$ cat config.mk
export PLATFORM = sky130hd
export DESIGN_NAME = dxt5_block_decoder_unit
export DESIGN_NICKNAME = d
export VERILOG_FILES = /design/src/dxt5_pkg.sv /design/src/dxt5_front.sv /design/src/dxt5_queue.sv /design/src/dxt5_back.sv /design/src/dxt5_block_decoder_unit.sv
export SDC_FILE = /design/constraint.sdc
export NUM_CORES = 2
export LEC_CHECK = 0
export ABC_AREA = 0
export BUFFER_PORTS_ARGS = -buffer_cell sky130_fd_sc_hd__buf_4
export CAP_MARGIN = 20
export CORE_ASPECT_RATIO = 1.25
export CORE_MARGIN = 1.5
export CORE_UTILIZATION = 40
export CTS_CLUSTER_SIZE = 20
export DETAILED_ROUTE_END_ITERATION = 10
export SLEW_MARGIN = 40
export SYNTH_ARGS = -nofsm -noshare
export SYNTH_HDL_FRONTEND = slang
export SYNTH_HIERARCHICAL = 1
export SYNTH_SLANG_ARGS = --single-unit
$ cat constraint.sdc
create_clock -name clk -period 13.3 [get_ports clk]
set_input_delay 0.665 -clock clk [delete_from_list [all_inputs] [get_ports clk]]
set_output_delay 0.665 -clock clk [all_outputs]
set_load 0.02 [all_outputs]
$ cat src/dxt5_pkg.sv
// ----------------------------------------------------------------------------
// dxt5_pkg
// Shared types, constants and arithmetic helpers for the DXT5 block decoder.
// ----------------------------------------------------------------------------
package dxt5_pkg;

  localparam int unsigned TexelCount = 16;
  localparam int unsigned QueueDepth = 2;

  // Reciprocal constants for exact truncating division of sums below 2048
  localparam logic [24:0] Recip7 = 25'd2341;
  localparam logic [24:0] Recip5 = 25'd3277;
  localparam logic [24:0] Recip3 = 25'd5462;
  localparam int unsigned RecipShift = 14;

  typedef logic [23:0] rgb_t;

  // One decoded block: both palettes plus the per-texel indices
  typedef struct packed {
    logic [7:0][7:0]  alpha_pal;
    logic [3:0][23:0] color_pal;
    logic [15:0][2:0] alpha_idx;
    logic [15:0][1:0] color_idx;
  } block_entry_t;

  typedef struct packed {
    logic full;
    logic empty;
  } queue_status_t;

  // Weighted sum of two 8-bit values with 3-bit weights
  function automatic logic [10:0] wsum(input logic [7:0] a0, input logic [7:0] a1,
                                       input logic [2:0] w0, input logic [2:0] w1);
    logic [10:0] p0;
    logic [10:0] p1;
    p0 = {3'b0, a0} * {8'b0, w0};
    p1 = {3'b0, a1} * {8'b0, w1};
    return p0 + p1;
  endfunction

  function automatic logic [7:0] div7(input logic [10:0] x);
    logic [24:0] p;
    p = {14'b0, x} * Recip7;
    return p[RecipShift +: 8];
  endfunction

  function automatic logic [7:0] div5(input logic [10:0] x);
    logic [24:0] p;
    p = {14'b0, x} * Recip5;
    return p[RecipShift +: 8];
  endfunction

  function automatic logic [7:0] div3(input logic [10:0] x);
    logic [24:0] p;
    p = {14'b0, x} * Recip3;
    return p[RecipShift +: 8];
  endfunction

  // Expand RGB565 to 8 bits per channel by bit replication
  function automatic rgb_t expand565(input logic [15:0] c);
    logic [7:0] r;
    logic [7:0] g;
    logic [7:0] b;
    r = {c[15:11], c[15:13]};
    g = {c[10:5], c[10:9]};
    b = {c[4:0], c[4:2]};
    return {r, g, b};
  endfunction

  // Truncated (2*a + b) / 3 per channel
  function automatic rgb_t third(input rgb_t a, input rgb_t b);
    rgb_t res;
    for (int k = 0; k < 3; k++) begin
      res[k*8 +: 8] = div3({2'b0, a[k*8 +: 8], 1'b0} + {3'b0, b[k*8 +: 8]});
    end
    return res;
  endfunction

endpackage

$ cat src/dxt5_front.sv
// ----------------------------------------------------------------------------
// dxt5_front
// Accepts compressed blocks, builds the alpha and color palettes and pushes
// each decoded block into the queue.
// ----------------------------------------------------------------------------
module dxt5_front import dxt5_pkg::*; (
  input  logic          clk,
  input  logic          rst,
  input  logic          block_valid,
  output logic          block_stall,
  input  logic [63:0]   alpha_half,
  input  logic [63:0]   color_half,
  input  queue_status_t q_status,
  output logic          push,
  output block_entry_t  push_entry
);

  logic        hold_valid;
  logic [63:0] hold_alpha;
  logic [63:0] hold_color;
  logic        accept;

  assign push        = hold_valid && !q_status.full;
  assign block_stall = hold_valid && !push;
  assign accept      = block_valid && !block_stall;

  // Hold the accepted block until the queue takes it
  always_ff @(posedge clk) begin
    if (rst) begin
      hold_valid <= 1'b0;
    end else if (accept) begin
      hold_valid <= 1'b1;
    end else if (push) begin
      hold_valid <= 1'b0;
    end
  end

  always_ff @(posedge clk) begin
    if (accept) begin
      hold_alpha <= alpha_half;
      hold_color <= color_half;
    end
  end

  // Build palettes from the held block
  always_comb begin
    logic [7:0] a0;
    logic [7:0] a1;
    rgb_t       c0;
    rgb_t       c1;
    a0 = hold_alpha[7:0];
    a1 = hold_alpha[15:8];
    push_entry = '0;
    push_entry.alpha_pal[0] = a0;
    push_entry.alpha_pal[1] = a1;
    if (a0 > a1) begin
      for (int i = 1; i <= 6; i++) begin
        push_entry.alpha_pal[i + 1] = div7(wsum(a0, a1, 3'(7 - i), 3'(i)));
      end
    end else begin
      for (int i = 1; i <= 4; i++) begin
        push_entry.alpha_pal[i + 1] = div5(wsum(a0, a1, 3'(5 - i), 3'(i)));
      end
      push_entry.alpha_pal[6] = 8'd0;
      push_entry.alpha_pal[7] = 8'd255;
    end
    c0 = expand565(hold_color[15:0]);
    c1 = expand565(hold_color[31:16]);
    push_entry.color_pal[0] = c0;
    push_entry.color_pal[1] = c1;
    push_entry.color_pal[2] = third(c0, c1);
    push_entry.color_pal[3] = third(c1, c0);
    push_entry.alpha_idx    = hold_alpha[63:16];
    push_entry.color_idx    = hold_color[63:32];
  end

endmodule

$ cat src/dxt5_queue.sv
// ----------------------------------------------------------------------------
// dxt5_queue
// Two-entry queue of decoded blocks between the front and back parts.
// ----------------------------------------------------------------------------
module dxt5_queue import dxt5_pkg::*; (
  input  logic          clk,
  input  logic          rst,
  input  logic          push,
  input  block_entry_t  push_entry,
  input  logic          pop,
  output block_entry_t  head,
  output queue_status_t q_status
);

  localparam int unsigned PtrW = $clog2(QueueDepth);
  localparam int unsigned CntW = $clog2(QueueDepth + 1);

  block_entry_t mem [QueueDepth];
  logic [PtrW-1:0] wr_ptr;
  logic [PtrW-1:0] rd_ptr;
  logic [CntW-1:0] count;

  assign q_status.full  = (count == CntW'(QueueDepth));
  assign q_status.empty = (count == '0);
  assign head           = mem[rd_ptr];

  // Write the incoming block
  always_ff @(posedge clk) begin
    if (push) begin
      mem[wr_ptr] <= push_entry;
    end
  end

  // Advance pointers and occupancy
  always_ff @(posedge clk) begin
    if (rst) begin
      wr_ptr <= '0;
      rd_ptr <= '0;
      count  <= '0;
    end else begin
      if (push) begin
        wr_ptr <= (wr_ptr == PtrW'(QueueDepth - 1)) ? '0 : wr_ptr + 1'b1;
      end
      if (pop) begin
        rd_ptr <= (rd_ptr == PtrW'(QueueDepth - 1)) ? '0 : rd_ptr + 1'b1;
      end
      unique case ({push, pop})
        2'b10:   count <= count + 1'b1;
        2'b01:   count <= count - 1'b1;
        default: count <= count;
      endcase
    end
  end

endmodule

$ cat src/dxt5_back.sv
// ----------------------------------------------------------------------------
// dxt5_back
// Walks the sixteen texels of the queue head and drives the texel output
// register, one texel per cycle while texel_stall is low and a block is queued.
// ----------------------------------------------------------------------------
module dxt5_back import dxt5_pkg::*; (
  input  logic          clk,
  input  logic          rst,
  input  block_entry_t  head,
  input  queue_status_t q_status,
  output logic          pop,
  output logic          texel_valid,
  input  logic          texel_stall,
  output logic [7:0]    red,
  output logic [7:0]    green,
  output logic [7:0]    blue,
  output logic [7:0]    alpha,
  output logic [3:0]    texel_index,
  output logic          last
);

  logic [3:0] cnt;
  logic       advance;
  logic       load;
  rgb_t       color;

  assign advance = !texel_valid || !texel_stall;
  assign load    = advance && !q_status.empty;
  assign pop     = load && (cnt == 4'(TexelCount - 1));
  assign color   = head.color_pal[head.color_idx[cnt]];

  // Advance the texel counter and output valid
  always_ff @(posedge clk) begin
    if (rst) begin
      cnt         <= '0;
      texel_valid <= 1'b0;
    end else if (load) begin
      cnt         <= cnt + 1'b1;
      texel_valid <= 1'b1;
    end else if (advance) begin
      texel_valid <= 1'b0;
    end
  end

  // Load the texel payload
  always_ff @(posedge clk) begin
    if (load) begin
      red         <= color[23:16];
      green       <= color[15:8];
      blue        <= color[7:0];
      alpha       <= head.alpha_pal[head.alpha_idx[cnt]];
      texel_index <= cnt;
      last        <= (cnt == 4'(TexelCount - 1));
    end
  end

endmodule

$ cat src/dxt5_block_decoder_unit.sv
// ----------------------------------------------------------------------------
// dxt5_block_decoder_unit
// DXT5 (BC3) block decoder: one 16-byte block in, sixteen RGBA texels out.
// ----------------------------------------------------------------------------
// Path: front hold register, then queue entry, then texel output register.
// Throughput: one texel per cycle while texel_stall is low, set by the
//   single texel output port; a two-block queue decouples input and output.
// Reset: synchronous; clears valid flags, queue pointers and texel counter.
//   No clearing pass; blocks are taken in the first cycle after reset.
// ----------------------------------------------------------------------------
module dxt5_block_decoder_unit import dxt5_pkg::*; (
  input  logic        clk,
  input  logic        rst,
  input  logic        block_valid,
  output logic        block_stall,
  input  logic [63:0] alpha_half,
  input  logic [63:0] color_half,
  output logic        texel_valid,
  input  logic        texel_stall,
  output logic [7:0]  red,
  output logic [7:0]  green,
  output logic [7:0]  blue,
  output logic [7:0]  alpha,
  output logic [3:0]  texel_index,
  output logic        last
);

  logic          push;
  logic          pop;
  block_entry_t  push_entry;
  block_entry_t  head;
  queue_status_t q_status;

  dxt5_front u_front (
    .clk         (clk),
    .rst         (rst),
    .block_valid (block_valid),
    .block_stall (block_stall),
    .alpha_half  (alpha_half),
    .color_half  (color_half),
    .q_status    (q_status),
    .push        (push),
    .push_entry  (push_entry)
  );

  dxt5_queue u_queue (
    .clk        (clk),
    .rst        (rst),
    .push       (push),
    .push_entry (push_entry),
    .pop        (pop),
    .head       (head),
    .q_status   (q_status)
  );

  dxt5_back u_back (
    .clk         (clk),
    .rst         (rst),
    .head        (head),
    .q_status    (q_status),
    .pop         (pop),
    .texel_valid (texel_valid),
    .texel_stall (texel_stall),
    .red         (red),
    .green       (green),
    .blue        (blue),
    .alpha       (alpha),
    .texel_index (texel_index),
    .last        (last)
  );

endmodule
# ---- After elaboration in Yosys (flattened, before gate mapping)
# Memories as Yosys holds them, arrays and structs flattened. A register that Yosys moved wholly into a read port is not among the register bits.
# Cells that the tools add are included.
dict set report totals {
  in_bits 132
  reg_bits 175
  out_inout_bits 39
  word_cells 102
  mem_count 1
  ramBits 480
}
dict set report op_classes {
  n_reduce_logical 16
  n_mul 22
  muxes 20
  n_lt_le_gt_ge 4
  n_eq_ne 4
  addsub 21
}
# name depth word_bits rd rd_clocked_by_memory_dff write_ports line
set memory_table {}
lappend memory_table {u_queue.mem 2 240 1 1 1 dxt5_queue.sv:18} ;# block_entry_t mem [QueueDepth];
# operator n
set ops {}
lappend ops {{multiplier 11 x 12 -> 22 bit, second input constant} 10}
lappend ops {{multiplier 11 x 12 -> 21 bit, second input constant} 6}
lappend ops {{adder 9 x 8 -> 10 bit} 6}
lappend ops {{binary-select mux 24 bit (select 2 bit)} 1}
lappend ops {{2-to-1 mux 48 bit} 1}
lappend ops {{multiplier 8 x 2 -> 10 bit, second input constant} 4}
lappend ops {{binary-select mux 8 bit (select 3 bit)} 1}
lappend ops {{2-to-1 mux 24 bit} 1}
lappend ops {{adder 10 x 10 -> 11 bit} 2}
lappend ops {{multiplier 8 x 3 -> 11 bit, second input constant} 2}
lappend ops {{binary-select mux 3 bit (select 4 bit)} 1}
lappend ops {{adder 10 x 8 -> 11 bit} 1}
lappend ops {{adder 10 x 9 -> 11 bit} 1}
lappend ops {{adder 11 x 8 -> 11 bit} 1}
lappend ops {{adder 11 x 9 -> 11 bit} 1}
lappend ops {{adder 8 x 10 -> 11 bit} 1}
lappend ops {{adder 8 x 11 -> 11 bit} 1}
lappend ops {{adder 9 x 10 -> 11 bit} 1}
lappend ops {{adder 9 x 11 -> 11 bit} 1}
lappend ops {{2-to-1 mux 1 bit} 10}
lappend ops {{binary-select mux 2 bit (select 4 bit)} 1}
lappend ops {{> comparator 8 bit} 1}
lappend ops {{2-to-1 mux 8 bit} 1}
lappend ops {{logical NOT 1 bit} 6}
lappend ops {{17 further kinds} 25}

# ---- Depth between registers and ports, before layout
dict set report depth {
  ltp_word 8
  depth_mapped 32
}

# ---- Modules after synthesis
# Netlist, hierarchy kept.
# mod area_per_inst_um2 n_inst cells_per_inst
set by_module_without_submodules {}
lappend by_module_without_submodules {dxt5_front 36610.1 1 3608}
lappend by_module_without_submodules {dxt5_queue 18345.1 1 769}
lappend by_module_without_submodules {dxt5_back 3158.0 1 189}

# ---- Least setup slack after synthesis
# Ideal clock, no wire load.
dict set report synth_path {
  path_type {flip-flop to flip-flop}
  from {reg u_queue.count[0]}
  to {mem u_queue/mem[0][0] (netlist name), enable pin}
  period_less_slack_ns 11.647
  t_required_ns 12.456
  path_buffers 0
  setup_slack_ns 1.653
  stages_incl_launch_ff 5
  arrival_time_ns 10.803
  cell_sequence {dfxtp_1 -> and2b_2 -> nor2b_1 -> inv_1 -> nor2_1}
}
# item line
set synth_lines {}
lappend synth_lines {{start: declaration} dxt5_queue.sv:21} ;# logic [CntW-1:0] count;
lappend synth_lines {{start signal: assignment} dxt5_queue.sv:48} ;# 2'b10: count <= count + 1'b1;
lappend synth_lines {{start signal: assignment} dxt5_queue.sv:49} ;# 2'b01: count <= count - 1'b1;
lappend synth_lines {{start signal: assignment} dxt5_queue.sv:50} ;# default: count <= count;
lappend synth_lines {{end: declaration} dxt5_queue.sv:18}

==> impl_metrics.tcl <==
set metrics [dict create \
    status "completed" \
    via_count 33821 \
    die_y_um 429.2 \
    grt_max_degree 127 \
    synth_top_area_share 0.3333 \
    tightestPinTransition_ns 0.9122 \
    rows 156 \
    grt_usage 0.1702 \
    crit_required_ns 13.71 \
    grt_overflow 0 \
    fin_crit_sh 0.6286 \
    dr.pass1.iters 5 \
    cpPeakStageDelay_ns 0.60 \
    crit_path_frequent_cell "fa_1" \
    synthCells 4566 \
    crit_start "u_front/hold_alpha[1]" \
    hold_class "input port to flip-flop" \
    nFillCells 13241 \
    synthToLayoutAreaGrowth_pct 10.66 \
    async_flop_share 0 \
    ctsHoldBuffers 0 \
    synth-edff-count 645 \
    insertion_delay_ns 0.68 \
    startpoint_type "flip-flop" \
    ff2ff_path_depth 30 \
    synth_area_um2 58110 \
    ys_types 76 \
    ant_nets 0 \
    die_width_um 343.9 \
    clk_pin_slew_ns 0.07 \
    syn_avg_cell_area_um2 12.73 \
    setup_viol 0 \
    clock_path_buffers 3 \
    drcViolationCount 0 \
    num_io_pins 171 \
    cts_resized 0 \
    ys_seq_elements 656 \
    period_minus_slack_ns 8.360 \
    dieArea_um2 147600 \
    seq_area_frac_synth 0.3371 \
    final_common_cell "ha_1" \
    rsz0062_at_grt "no" \
    critical_path_class "flip-flop to flip-flop" \
    final_hold_viol_count 0 \
    clock_skew_ns 0.03625 \
    yosys.area.top_type "edfxtp_1" \
    drt_iter0_markers 1434 \
    arrival_ns 8.77 \
    r2r-start "u_front/hold_alpha[1]" \
    slew_headroom 0.3919 \
    numPortBuffers 170 \
    post_cts_buffers 0 \
    grt_pass1_wl_um 196400 \
    coreArea_um2 144400 \
    cts-root-buf "clkbuf_16" \
    synth_nets 6223 \
    cts_tree "done" \
    synth_area_leaders "edfxtp_1 33%, ha_1 24%, fa_1 14%" \
    wire_per_inst_um 18.18 \
    initial_utilization 0.4023 \
    rrSetupSlack_ns 4.94 \
    cts_made_buffers 77 \
    fmaxAchievable_mhz 119.6 \
    gp_congestion 0.8484 \
    antenna_found_initial 9 \
    yosys_most_used_dff "edfxtp_1" \
    hpwl_um 95540 \
    cts.sinks 656 \
    r2r-end "u_queue/mem[1][207]" \
    path_max_fanout 12 \
    nets 6441 \
    mostFrequentLayoutCells "1115 x ha_1, 746 x inv_1, 645 x edfxtp_1" \
    ys_warn_count 6 \
    vias_per_cell 5.014 \
    maxSlewViolCount 0 \
    grt_pass1_vias 36432 \
    h-tree-depth 3 \
    max-cap-violations 0 \
    end_kind "flip-flop" \
    drive_above_1_share 0.1374 \
    cp_slowest_cell "fa_1" \
    setup_tns_ns 0 \
    crit_path_end "u_queue/mem[1][207]" \
    wirelength_um 122600 \
]
-- logic make-up (layout without fill, tap and decap cells) --
| logic type | count (synthesis) | after routing | share of synthesized area |
|---|---|---|---|
| fa+ha+maj | 1525 | 1525 | 0.3813 |
| buf+inv | 815 | 1097 | 0.05783 |
| flops | 656 | 656 | 0.3371 |
| mux | 350 | 350 | 0.08871 |
| compound gates | 508 | 508 | 0.05691 |
| simple gates | 447 | 447 | 0.03824 |
| xor+xnor | 265 | 265 | 0.03994 |
| other cells | 0 | 1 | 0 |
-- Yosys cell counts (all sizes together), types with 5 or more instances --
| master | number |
|---|---|
| nand2b | 17 |
| o31ai | 13 |
| and3 | 20 |
| ha | 1115 |
| o21bai | 41 |
| and4 | 7 |
| clkbuf | 11 |
| o21ai | 86 |
| o22ai | 5 |
| a211oi | 14 |
| xnor2 | 183 |
| a31o | 5 |
| a21boi | 5 |
| buf | 56 |
| nand3 | 30 |
| nor2b | 45 |
| edfxtp | 645 |
| a21o | 65 |
| a311oi | 5 |
| nor3 | 44 |
| a31oi | 16 |
| o21a | 25 |
| nand4 | 22 |
| inv | 748 |
| mux2 | 248 |
| or2 | 7 |
| or3 | 12 |
| o41ai | 9 |
| mux4 | 46 |
| a21oi | 180 |
| fa | 410 |
| mux2i | 56 |
| nor2 | 144 |
| nand2 | 74 |
| dfxtp | 11 |
| o2111ai | 6 |
| o211ai | 12 |
| a221oi | 5 |
| and2 | 10 |
| xor2 | 82 |
-- sequential cells by signal, indices dropped and copies added (netlist names), named ones only --
signal              count
u_back/alpha            8
u_back/blue             8
u_back/cnt              4
u_back/green            8
u_back/last             1
u_back/red              8
u_back/texel_index      4
u_back/texel_valid      1
u_front/hold_alpha     64
u_front/hold_color     64
u_front/hold_valid      1
u_queue/count           2
u_queue/mem           480
u_queue/rd_ptr          1
u_queue/wr_ptr          1
-- final cells by class --
type / instances / area [µm²] / area share
Antenna cell: 1 / 2.502 / 0.00003891
Timing Repair Buffer: 206 / 1663 / 0.02586
Tap cell: 1896 / 2372 / 0.03689
Clock inverter: 54 / 636.9 / 0.009903
Multi-Input combinational cell: 3095 / 35260 / 0.5483
Clock buffer: 89 / 1972 / 0.03066
Sequential cell: 656 / 19590 / 0.3047
Inverter: 748 / 2808 / 0.04366
-- through the flow --
stage | setup slack, ns | hold WS [ns] | area, µm² | instances | utilization
after floorplan | 1.653 | 0.4029 | 58110 | 4566 | -
after global placement | 4.765 | 0.4227 | 61540 | 6597 | 0.4261
after detailed placement | 4.646 | 0.4290 | 61630 | 6599 | 0.4267
after CTS | 4.594 | 0.1045 | 64240 | 6742 | 0.4447
after global routing | 4.383 | 0.1248 | 64300 | 6744 | 0.4452
final | 4.940 | 0.1645 | 64310 | 6745 | 0.4452
-- how the worst min path moves through the flow --
| stage | end | from | slack [ns] | depth (start not counted) |
|---|---|---|---|---|
| finish | u_front/hold_color[44] | color_half[44] | 0.16 | 1 |
| global placement | u_queue/mem[0][55] | u_front/hold_alpha[39] | 0.42 | 0 |
| detailed placement | u_queue/mem[1][13] | u_front/hold_color[45] | 0.43 | 0 |
| global route | u_front/hold_alpha[39] | alpha_half[39] | 0.12 | 1 |
| CTS | u_front/hold_color[44] | color_half[44] | 0.10 | 1 |
| floorplan | u_back/texel_index[2] | u_back/cnt[2] | 0.40 | 0 |
-- worst max-delay path, delay by kind of cell (launching register included) --
family,cells,cell delay (ns)
flip-flops,1,0.52
buffers and inverters,4,0.44
XOR/XNOR,2,0.30
AO/OA/AOI/OAI,8,2.35
adder cells (fa/ha/maj),8,3.33
AND/OR/NAND/NOR,7,1.05
multiplexers,1,0.11
-- metal layers --
layer	vias to the layer above	wire length, µm	GRT usage
li1	16540	-	-
met2	401	62980	0.3070
met3	169	4687	0.02745
met1	16697	51920	0.2089
met5	-	89	0
met4	14	2935	0.04357
Power is left out: the tool's default activity adds up to more than one toggle a clock period on the data nets, which glitch-free logic cannot reach.
